===== src/sv/dda_pkg.sv =====
// ---------------------------------------------------------------------------
// dda_pkg
// Shared types, constants and the quarter sine table for the ray stepper.
// ---------------------------------------------------------------------------
package dda_pkg;

  localparam int unsigned POS_W  = 24;
  localparam int unsigned ANG_W  = 12;
  localparam int unsigned CELL_W = 9;
  localparam int unsigned DIST_W = 32;

  localparam logic OP_START = 1'b0;
  localparam logic OP_STEP  = 1'b1;

  typedef struct packed {
    logic              opcode;
    logic [POS_W-1:0]  start_x;
    logic [POS_W-1:0]  start_y;
    logic [ANG_W-1:0]  angle;
  } in_item_t;

  typedef struct packed {
    logic [CELL_W-1:0] cell_x;
    logic [CELL_W-1:0] cell_y;
    logic              side;
    logic [DIST_W-1:0] distance;
    logic              out_of_map;
  } out_item_t;

  typedef enum logic [2:0] {
    ST_IDLE,
    ST_TRIG,
    ST_DIV,
    ST_MUL,
    ST_OUT
  } state_t;

  // divider control between top and the serial divider
  typedef struct packed {
    logic start;
    logic busy;
  } div_ctl_t;

  // sin(k*pi/64) in Q1.16, k = 0..32
  function automatic logic [16:0] sine_tab(input logic [5:0] k);
    logic [16:0] v;
    case (k)
      6'd0:  v = 17'd0;      6'd1:  v = 17'd3216;   6'd2:  v = 17'd6424;
      6'd3:  v = 17'd9616;   6'd4:  v = 17'd12785;  6'd5:  v = 17'd15924;
      6'd6:  v = 17'd19024;  6'd7:  v = 17'd22078;  6'd8:  v = 17'd25080;
      6'd9:  v = 17'd28020;  6'd10: v = 17'd30893;  6'd11: v = 17'd33692;
      6'd12: v = 17'd36410;  6'd13: v = 17'd39040;  6'd14: v = 17'd41576;
      6'd15: v = 17'd44011;  6'd16: v = 17'd46341;  6'd17: v = 17'd48559;
      6'd18: v = 17'd50660;  6'd19: v = 17'd52639;  6'd20: v = 17'd54491;
      6'd21: v = 17'd56212;  6'd22: v = 17'd57798;  6'd23: v = 17'd59244;
      6'd24: v = 17'd60547;  6'd25: v = 17'd61705;  6'd26: v = 17'd62714;
      6'd27: v = 17'd63572;  6'd28: v = 17'd64277;  6'd29: v = 17'd64827;
      6'd30: v = 17'd65220;  6'd31: v = 17'd65457;  6'd32: v = 17'd65536;
      default: v = 17'd65536;
    endcase
    return v;
  endfunction

endpackage


===== src/sv/dda_sine.sv =====
// ---------------------------------------------------------------------------
// dda_sine
// Interpolated sine magnitude and sign for one 16-bit phase, registered.
// ---------------------------------------------------------------------------
module dda_sine (
  input  logic        clk,
  input  logic [15:0] phase,
  output logic [16:0] mag_r,
  output logic        neg_r
);

  logic [1:0]  quad;
  logic [13:0] p;
  logic [14:0] u;
  logic [5:0]  idx;
  logic [8:0]  frac;
  logic [16:0] a;
  logic [16:0] b;
  logic [25:0] prod;
  logic [16:0] mag_nxt;

  // fold the phase into the first quadrant and interpolate
  always_comb begin
    quad = phase[15:14];
    p    = phase[13:0];
    u    = quad[0] ? (15'd16384 - {1'b0, p}) : {1'b0, p};
    idx  = {1'b0, u[13:9]};
    frac = u[8:0];
    a    = dda_pkg::sine_tab(idx);
    b    = dda_pkg::sine_tab(idx + 6'd1);
    prod = 26'(b - a) * 26'(frac) + 26'd256;
    if (u[14]) begin
      mag_nxt = 17'd65536;
    end else begin
      mag_nxt = a + 17'(prod >> 9);
    end
  end

  always_ff @(posedge clk) begin
    mag_r <= mag_nxt;
    neg_r <= quad[1] && (mag_nxt != 17'd0);
  end

endmodule


===== src/sv/dda_div.sv =====
// ---------------------------------------------------------------------------
// dda_div
// Restoring bit-serial divider: floor(2^32 / mag), saturated, one bit a cycle.
// ---------------------------------------------------------------------------
module dda_div (
  input  logic              clk,
  input  logic              rst_n,
  input  logic              start,
  input  logic [16:0]       mag,
  output dda_pkg::div_ctl_t ctl,
  output logic [31:0]       quo_r
);

  logic [17:0] rem_r, rem_nxt;
  logic [16:0] den_r;
  logic [5:0]  cnt_r;
  logic        busy_r;
  logic        sat_r;
  logic [18:0] trial;
  logic        bit_in;

  assign ctl.start = start;
  assign ctl.busy  = busy_r;

  // dividend is 2^32: a single one bit followed by zeros
  always_comb begin
    bit_in  = (cnt_r == 6'd33);
    trial   = {rem_r, bit_in} - {2'b00, den_r};
    rem_nxt = trial[18] ? {rem_r[16:0], bit_in} : trial[17:0];
  end

  always_ff @(posedge clk) begin
    if (!rst_n) begin
      busy_r <= 1'b0;
      cnt_r  <= '0;
    end else if (start) begin
      busy_r <= 1'b1;
      cnt_r  <= 6'd33;
      rem_r  <= '0;
      den_r  <= mag;
      sat_r  <= (mag <= 17'd1);
      quo_r  <= '0;
    end else if (busy_r) begin
      rem_r <= rem_nxt;
      if (cnt_r == 6'd0) begin
        busy_r <= 1'b0;
        if (sat_r) quo_r <= 32'hFFFF_FFFF;
      end else begin
        quo_r <= {quo_r[30:0], ~trial[18]};
        cnt_r <= cnt_r - 6'd1;
      end
    end
  end

endmodule


===== src/sv/dda_mul.sv =====
// ---------------------------------------------------------------------------
// dda_mul
// Shift-add serial multiplier: (frac * delta) >> FRAC_BITS, saturated.
// ---------------------------------------------------------------------------
module dda_mul #(
  parameter int unsigned FB = 16
) (
  input  logic           clk,
  input  logic           rst_n,
  input  logic           start,
  input  logic [FB:0]    frac,
  input  logic [31:0]    delta,
  output logic           busy_r,
  output logic [31:0]    res
);

  localparam int unsigned CW = $clog2(FB + 2);

  logic [FB:0]     mplr_r;
  logic [FB+32:0]  acc_r;
  logic [FB+32:0]  mcand_r;
  logic [CW-1:0]   cnt_r;
  logic [FB+32:0]  shifted;

  // one multiplier bit per cycle
  always_ff @(posedge clk) begin
    if (!rst_n) begin
      busy_r <= 1'b0;
      cnt_r  <= '0;
    end else if (start) begin
      busy_r  <= 1'b1;
      cnt_r   <= CW'(FB + 1);
      mplr_r  <= frac;
      mcand_r <= (FB+33)'(delta);
      acc_r   <= '0;
    end else if (busy_r) begin
      if (mplr_r[0]) acc_r <= acc_r + mcand_r;
      mplr_r  <= mplr_r >> 1;
      mcand_r <= mcand_r << 1;
      cnt_r   <= cnt_r - CW'(1);
      if (cnt_r == CW'(1)) busy_r <= 1'b0;
    end
  end

  assign shifted = acc_r >> FB;
  assign res = (shifted[FB+32:32] != '0) ? 32'hFFFF_FFFF : shifted[31:0];

endmodule


===== src/sv/dda_ray_grid_stepper.sv =====
// ---------------------------------------------------------------------------
// dda_ray_grid_stepper
// DDA ray walker over a square grid with serial divide and multiply units.
// ---------------------------------------------------------------------------
// channel | direction | payload
// in_     | input     | dda_pkg::in_item_t  (opcode, start_x, start_y, angle)
// out_    | output    | dda_pkg::out_item_t (cell_x, cell_y, side, distance, oom)
//
// step transaction: out_valid rises in the cycle after acceptance
// start transaction: per axis (x, then y) a table lookup, a serial divide and
// a serial multiply run before out_valid rises
// reset: synchronous rst_n clears control and ray state.
// one transaction in flight; in_ready drops until the result is taken.
// ---------------------------------------------------------------------------
module dda_ray_grid_stepper #(
  parameter int unsigned MAP_CELLS   = 256,
  parameter int unsigned ANGLE_STEPS = 4096,
  parameter int unsigned FRAC_BITS   = 16
) (
  input  logic               clk,
  input  logic               rst_n,
  input  logic               in_valid,
  output logic               in_ready,
  input  dda_pkg::in_item_t  in_data,
  output logic               out_valid,
  input  logic               out_ready,
  output dda_pkg::out_item_t out_data
);

  localparam int unsigned PW = dda_pkg::POS_W;

  dda_pkg::state_t st_r, st_nxt;
  dda_pkg::in_item_t item_r;
  logic        res_side_r;
  logic [31:0] res_dist_r;

  logic signed [9:0] cx_r, cy_r;
  logic        nx_r, ny_r;
  logic [31:0] dx_r, dy_r, sx_r, sy_r;
  logic        side_r;
  logic        axis_r;   // 0 working x, 1 working y
  logic [15:0] phase, ph_sel;
  logic [16:0] mag;
  logic        mneg;
  logic        div_go, mul_go, dbusy_w;
  dda_pkg::div_ctl_t dctl;
  logic [31:0] quo;
  logic        mbusy;
  logic [31:0] mres;
  logic [PW-1:0] pos_sel;
  logic [FRAC_BITS:0] frac;
  logic        neg_sel;
  logic        launched_r;
  logic        trig_r;   // sine register holds the current axis

  // phase from binary angle
  always_comb begin
    logic [47:0] a;
    a     = 48'(item_r.angle % ANGLE_STEPS) * 48'd65536;
    phase = 16'(a / ANGLE_STEPS);
    ph_sel = axis_r ? phase : (phase + 16'd16384);
  end

  dda_sine u_sine (.clk(clk), .phase(ph_sel), .mag_r(mag), .neg_r(mneg));

  dda_div u_div (.clk(clk), .rst_n(rst_n), .start(div_go), .mag(mag),
                 .ctl(dctl), .quo_r(quo));
  assign dbusy_w = dctl.busy;

  always_comb begin
    pos_sel = axis_r ? item_r.start_y : item_r.start_x;
    neg_sel = axis_r ? ny_r : nx_r;
    frac = neg_sel ? {1'b0, pos_sel[FRAC_BITS-1:0]}
                   : ((FRAC_BITS+1)'(1) << FRAC_BITS) - {1'b0, pos_sel[FRAC_BITS-1:0]};
  end

  dda_mul #(.FB(FRAC_BITS)) u_mul (.clk(clk), .rst_n(rst_n), .start(mul_go),
    .frac(frac), .delta(quo), .busy_r(mbusy), .res(mres));

  function automatic logic [9:0] sat_cell(input logic [PW-1:0] p);
    logic [PW-FRAC_BITS-1:0] c;
    c = p[PW-1:FRAC_BITS];
    return ((PW-FRAC_BITS+1)'(c) > (PW-FRAC_BITS+1)'(MAP_CELLS)) ?
           10'(MAP_CELLS) : 10'(c);
  endfunction

  function automatic logic outside(input logic signed [9:0] c);
    return (c < 0) || (c >= $signed(11'(MAP_CELLS)));
  endfunction

  // sequencer
  always_comb begin
    st_nxt   = st_r;
    in_ready = (st_r == dda_pkg::ST_IDLE);
    div_go   = 1'b0;
    mul_go   = 1'b0;
    case (st_r)
      dda_pkg::ST_IDLE: if (in_valid) begin
        st_nxt = (in_data.opcode == dda_pkg::OP_START) ? dda_pkg::ST_TRIG
                                                        : dda_pkg::ST_OUT;
      end
      dda_pkg::ST_TRIG: if (trig_r) begin
        div_go = 1'b1;
        st_nxt = dda_pkg::ST_DIV;
      end
      dda_pkg::ST_DIV: if (!dbusy_w && !launched_r) begin
        mul_go = 1'b1;
        st_nxt = dda_pkg::ST_MUL;
      end
      dda_pkg::ST_MUL: if (!mbusy && !launched_r) begin
        st_nxt = axis_r ? dda_pkg::ST_OUT : dda_pkg::ST_TRIG;
      end
      dda_pkg::ST_OUT: if (out_ready) st_nxt = dda_pkg::ST_IDLE;
      default: st_nxt = dda_pkg::ST_IDLE;
    endcase
  end

  assign out_valid = (st_r == dda_pkg::ST_OUT);

  always_ff @(posedge clk) begin
    if (!rst_n) begin
      st_r <= dda_pkg::ST_IDLE;
      launched_r <= 1'b0;
      trig_r <= 1'b0;
      axis_r <= 1'b0;
      cx_r <= '0; cy_r <= '0; nx_r <= 1'b0; ny_r <= 1'b0;
      dx_r <= '0; dy_r <= '0; sx_r <= '0; sy_r <= '0; side_r <= 1'b0;
    end else begin
      st_r <= st_nxt;
      launched_r <= div_go || mul_go;
      trig_r <= (st_r == dda_pkg::ST_TRIG) && !trig_r;
      case (st_r)
        dda_pkg::ST_IDLE: if (in_valid) begin
          item_r <= in_data;
          axis_r <= 1'b0;
          if (in_data.opcode == dda_pkg::OP_STEP) begin
            if (!outside(cx_r) && !outside(cy_r)) begin
              if (sx_r < sy_r) begin
                res_dist_r <= sx_r;
                sx_r <= ({1'b0, sx_r} + {1'b0, dx_r} > 33'hFFFF_FFFF) ?
                        32'hFFFF_FFFF : sx_r + dx_r;
                cx_r <= nx_r ? cx_r - 10'sd1 : cx_r + 10'sd1;
                side_r <= 1'b0;
                res_side_r <= 1'b0;
              end else begin
                res_dist_r <= sy_r;
                sy_r <= ({1'b0, sy_r} + {1'b0, dy_r} > 33'hFFFF_FFFF) ?
                        32'hFFFF_FFFF : sy_r + dy_r;
                cy_r <= ny_r ? cy_r - 10'sd1 : cy_r + 10'sd1;
                side_r <= 1'b1;
                res_side_r <= 1'b1;
              end
            end else begin
              res_dist_r <= '0;
              res_side_r <= side_r;
            end
          end
        end
        dda_pkg::ST_TRIG: if (trig_r) begin
          if (axis_r) ny_r <= mneg; else nx_r <= mneg;
        end
        dda_pkg::ST_DIV: if (!dbusy_w && !launched_r) begin
          if (axis_r) dy_r <= quo; else dx_r <= quo;
        end
        dda_pkg::ST_MUL: if (!mbusy && !launched_r) begin
          if (axis_r) begin
            sy_r <= mres;
            cx_r <= sat_cell(item_r.start_x);
            cy_r <= sat_cell(item_r.start_y);
            side_r <= 1'b0;
            res_side_r <= 1'b0;
            res_dist_r <= '0;
          end else begin
            sx_r <= mres;
          end
          axis_r <= ~axis_r;
        end
        default: ;
      endcase
    end
  end

  // cell and out_of_map fields follow the live cell state
  always_comb begin
    out_data.cell_x     = 9'(cx_r + 10'sd1);
    out_data.cell_y     = 9'(cy_r + 10'sd1);
    out_data.side       = res_side_r;
    out_data.distance   = res_dist_r;
    out_data.out_of_map = outside(cx_r) || outside(cy_r);
  end

  a_one_unit: assert property (@(posedge clk) disable iff (!rst_n)
    !(dbusy_w && mbusy)) else $error("divider and multiplier both busy");
  a_ready_idle: assert property (@(posedge clk) disable iff (!rst_n)
    !(in_ready && out_valid)) else $error("accepting while result pending");
  a_step_out: assert property (@(posedge clk) disable iff (!rst_n)
    (in_valid && in_ready && in_data.opcode == dda_pkg::OP_STEP) |=> out_valid)
    else $error("step did not produce a result next cycle");

endmodule


===== config.mk =====
export PLATFORM = sky130hd
export DESIGN_NAME = dda_ray_grid_stepper
export DESIGN_NICKNAME = d
export VERILOG_FILES = /design/src/sv/dda_pkg.sv /design/src/sv/dda_sine.sv /design/src/sv/dda_div.sv /design/src/sv/dda_mul.sv /design/src/sv/dda_ray_grid_stepper.sv
export SDC_FILE = /design/constraint.sdc
export NUM_CORES = 1
export LEC_CHECK = 0
export ABC_AREA = 1
export BUFFER_PORTS_ARGS = -buffer_cell sky130_fd_sc_hd__clkbuf_2
export CAP_MARGIN = 15
export CORE_MARGIN = 8
export CORE_UTILIZATION = 50
export DETAILED_ROUTE_END_ITERATION = 12
export MAX_ROUTING_LAYER = met4
export PLACE_DENSITY = 0.69
export SYNTH_ARGS = -nofsm -noshare
export SYNTH_HDL_FRONTEND = slang
export SYNTH_SLANG_ARGS = --single-unit

===== constraint.sdc =====
create_clock -name clk -period 10 [get_ports clk]
set_input_delay 1 -clock clk [delete_from_list [all_inputs] [get_ports clk]]
set_output_delay 1 -clock clk [all_outputs]
set_load 0.02 [all_outputs]

==> results_dict.tcl <==
set metrics [dict create \
    routabilityCongestion 1.03 \
    end_kind "register" \
    required_ps 10500 \
    grt_pass1_vias 30600 \
    drive_gt1_share_pct 8.88 \
    grt_first_pass_wirelength_mm 165 \
    clk-insertion-delay-late_ps 620 \
    track_usage_pct 26.9 \
    min-delay-path-class "reg2reg" \
    synth_flop_cell "edfxtp_1" \
    die_area_mm2 0.0782 \
    finClkSkew_ps 21.6 \
    critical_path.most_common_cell "nor2_1" \
    max_stage_delay_ps 570 \
    yosysWarnings 0 \
    drt_wl_total_mm 105 \
    cts-htree-levels 2 \
    slowest_stage "fa_1" \
    cts_buffers 55 \
    antenna_left 0 \
    period_share_pct 94.3 \
    io_pins 119 \
    critPathLaunch "item_r[2]" \
    cp.arrival_ps 9930 \
    hold_ws_ps 422 \
    setup_violations 0 \
    drv_cap 0 \
    synth_edf_count 276 \
    hpwl_mm 81.5 \
    die_y_um 280 \
    synth_cell_type_count 61 \
    cts_sinks 464 \
    drtIter0Drc 2488 \
    clk_pin_slew_ps 60 \
    synth_cells 4647 \
    via_per_inst 5.53 \
    finalNetCount 5180 \
    rows 96 \
    syn-num-nets 5067 \
    cts_root_buffer "clkbuf_16" \
    grt_start_max_net_pins 80 \
    async_flop_share_pct 0 \
    vias 31700 \
    antenna_found_initial 0 \
    fmax_mhz 106 \
    min_period_ps 9430 \
    min_from "u_sine.mag_r[0]" \
    finalNonFillerCells 5738 \
    path_class "reg2reg" \
    synth.yosys.seq_area_share_pct 34.7 \
    critPathMaxFanout 8 \
    fill_cells 6622 \
    syn_area_per_cell_um2 7.48 \
    n_antenna_cell 0 \
    worstMarginPinSlew_ps 1070 \
    synth_top_area_share_pct 23.9 \
    syn-cell-area_mm2 0.0347 \
    die_w_um 280 \
    rr_startpoint "item_r[2]" \
    start_util_pct 50.6 \
    cts_max_path_buffers 3 \
    drv_slew 0 \
    drt_pass1_iterations 7 \
    ys_ff_latch 464 \
    synthTopCellsByCount "898 x nand2_1, 596 x nor2_1, 593 x inv_1, 446 x a21oi_1, 377 x o21ai_0" \
    crit_buf_inv 8 \
    synth.most_common_cell "nand2_1" \
    cp-start-kind "register" \
    area_delta_synth_final_pct 11.4 \
    synth.largest_area_cell "edfxtp_1" \
    slew-limit-headroom_pct 28.3 \
    drc_errors 0 \
    coreArea_mm2 0.0687 \
    finalHoldViolCount 0 \
    cts_tree "built" \
    port_buffers 118 \
    dp_cells 5617 \
    cpLargestDelayFamily "adder cells" \
    hold_buffers 0 \
    grt_overflow_total 0 \
    yosys-top-cells-area "edfxtp_1 24%, dfxtp_1 11%, ha_1 11%, nand2_1 9.7%, nor2_1 6.4%" \
    status "complete, no violations" \
    wl_per_cell_um 18.3 \
]
[timing repair]
item	4_1_cts	5_1_grt
endpoints found under the setup margin	0	9
resized for setup	0	71
buffers inserted	0	17
[cell families (layout without fill, tap and decap cells)]
logic type,Yosys count,in the layout,share of synthesized area [%]
buf+inv,754,914,8.43
compound gates,1077,1077,17.3
mux,7,7,0.202
fa+ha+maj,355,355,14.1
simple gates,1866,1866,22.1
xor+xnor,124,124,3.28
flops,464,464,34.7
[worst register-to-register path, delay by kind of cell (launching register included)]
family | cells | cell delay (ps)
buffers and inverters | 8 | 750
XOR/XNOR | 3 | 660
adder cells (fa/ha/maj) | 12 | 4280
flip-flops | 1 | 410
AND/OR/NAND/NOR | 20 | 2220
AO/OA/AOI/OAI | 6 | 1030
[metal layers]
layer  GRT usage [%]  share of wire, %  vias to the layer above
li1                -                 -                    15800
met1            33.8                43                    14800
met2            45.0                47                      980
met3            2.45               5.7                      212
met4            10.3               4.1                        0
met5               -                 0                        -
[flip-flops by register name (all words and copies together) (netlist names), 5 cells and up]
register and count:
u_mul.mcand_r 49, u_div.rem_r 18, u_sine.mag_r 17, dx_r 32, u_div.quo_r 32, sx_r 32
sy_r 32, u_div.den_r 17, cy_r 10, u_mul.cnt_r 5, cx_r 10, u_mul.mplr_r 17
u_mul.acc_r 49, dy_r 32, res_dist_r 32, u_div.cnt_r 6, item_r 60
[cells in the final DEF (no fill, tap or decap), types with 29 or more instances in the layout]
cell,count
dfxtp_1,188
xnor2_1,40
nand3_1,211
edfxtp_1,276
fa_1,58
ha_1,285
xor2_1,73
o21ai_0,369
a211oi_1,76
a21oi_1,433
nor3_1,38
clkbuf_2,118
clkbuf_16,63
nand2_1,892
inv_1,590
nor2_1,586
a31oi_1,29
buf_4,79
[stage by stage]
stage | utilization (%) | setup WS (ps) | area, um2 | TNS, ps
after detailed placement | 53.0 | 178 | 36400 | 0
after global routing | 56.3 | -12.5 | 38700 | -12.5
after CTS | 55.7 | 152 | 38300 | 0
after global placement | 53.0 | 294 | 36400 | 0
final | 56.3 | 572 | 38700 | 0
after floorplan | - | 285 | 34700 | 0
[path summary, 6_finish.rpt]
kind / slack, ps / endpoint / cells after the start
hold reg to reg: 420 / u_div.den_r[0] / 0
setup / recovery: 570 / u_sine.neg_r / 49
hold / removal: 420 / u_div.den_r[0] / 0
setup reg to reg: 570 / u_sine.neg_r / 49
[final cells by class]
class	count	area [um2]	area share, %
clock buffer	78	1700	4.40
clock inverter	26	161	0.417
inverter	609	2300	5.93
multi-input combinational	3429	20100	51.9
sequential	464	12100	31.1
tap	931	1160	3.01
timing repair buffer	201	1240	3.20
Power is not shown: default switching activity piles up to over one toggle a cycle in this logic, so the estimate is an artifact.
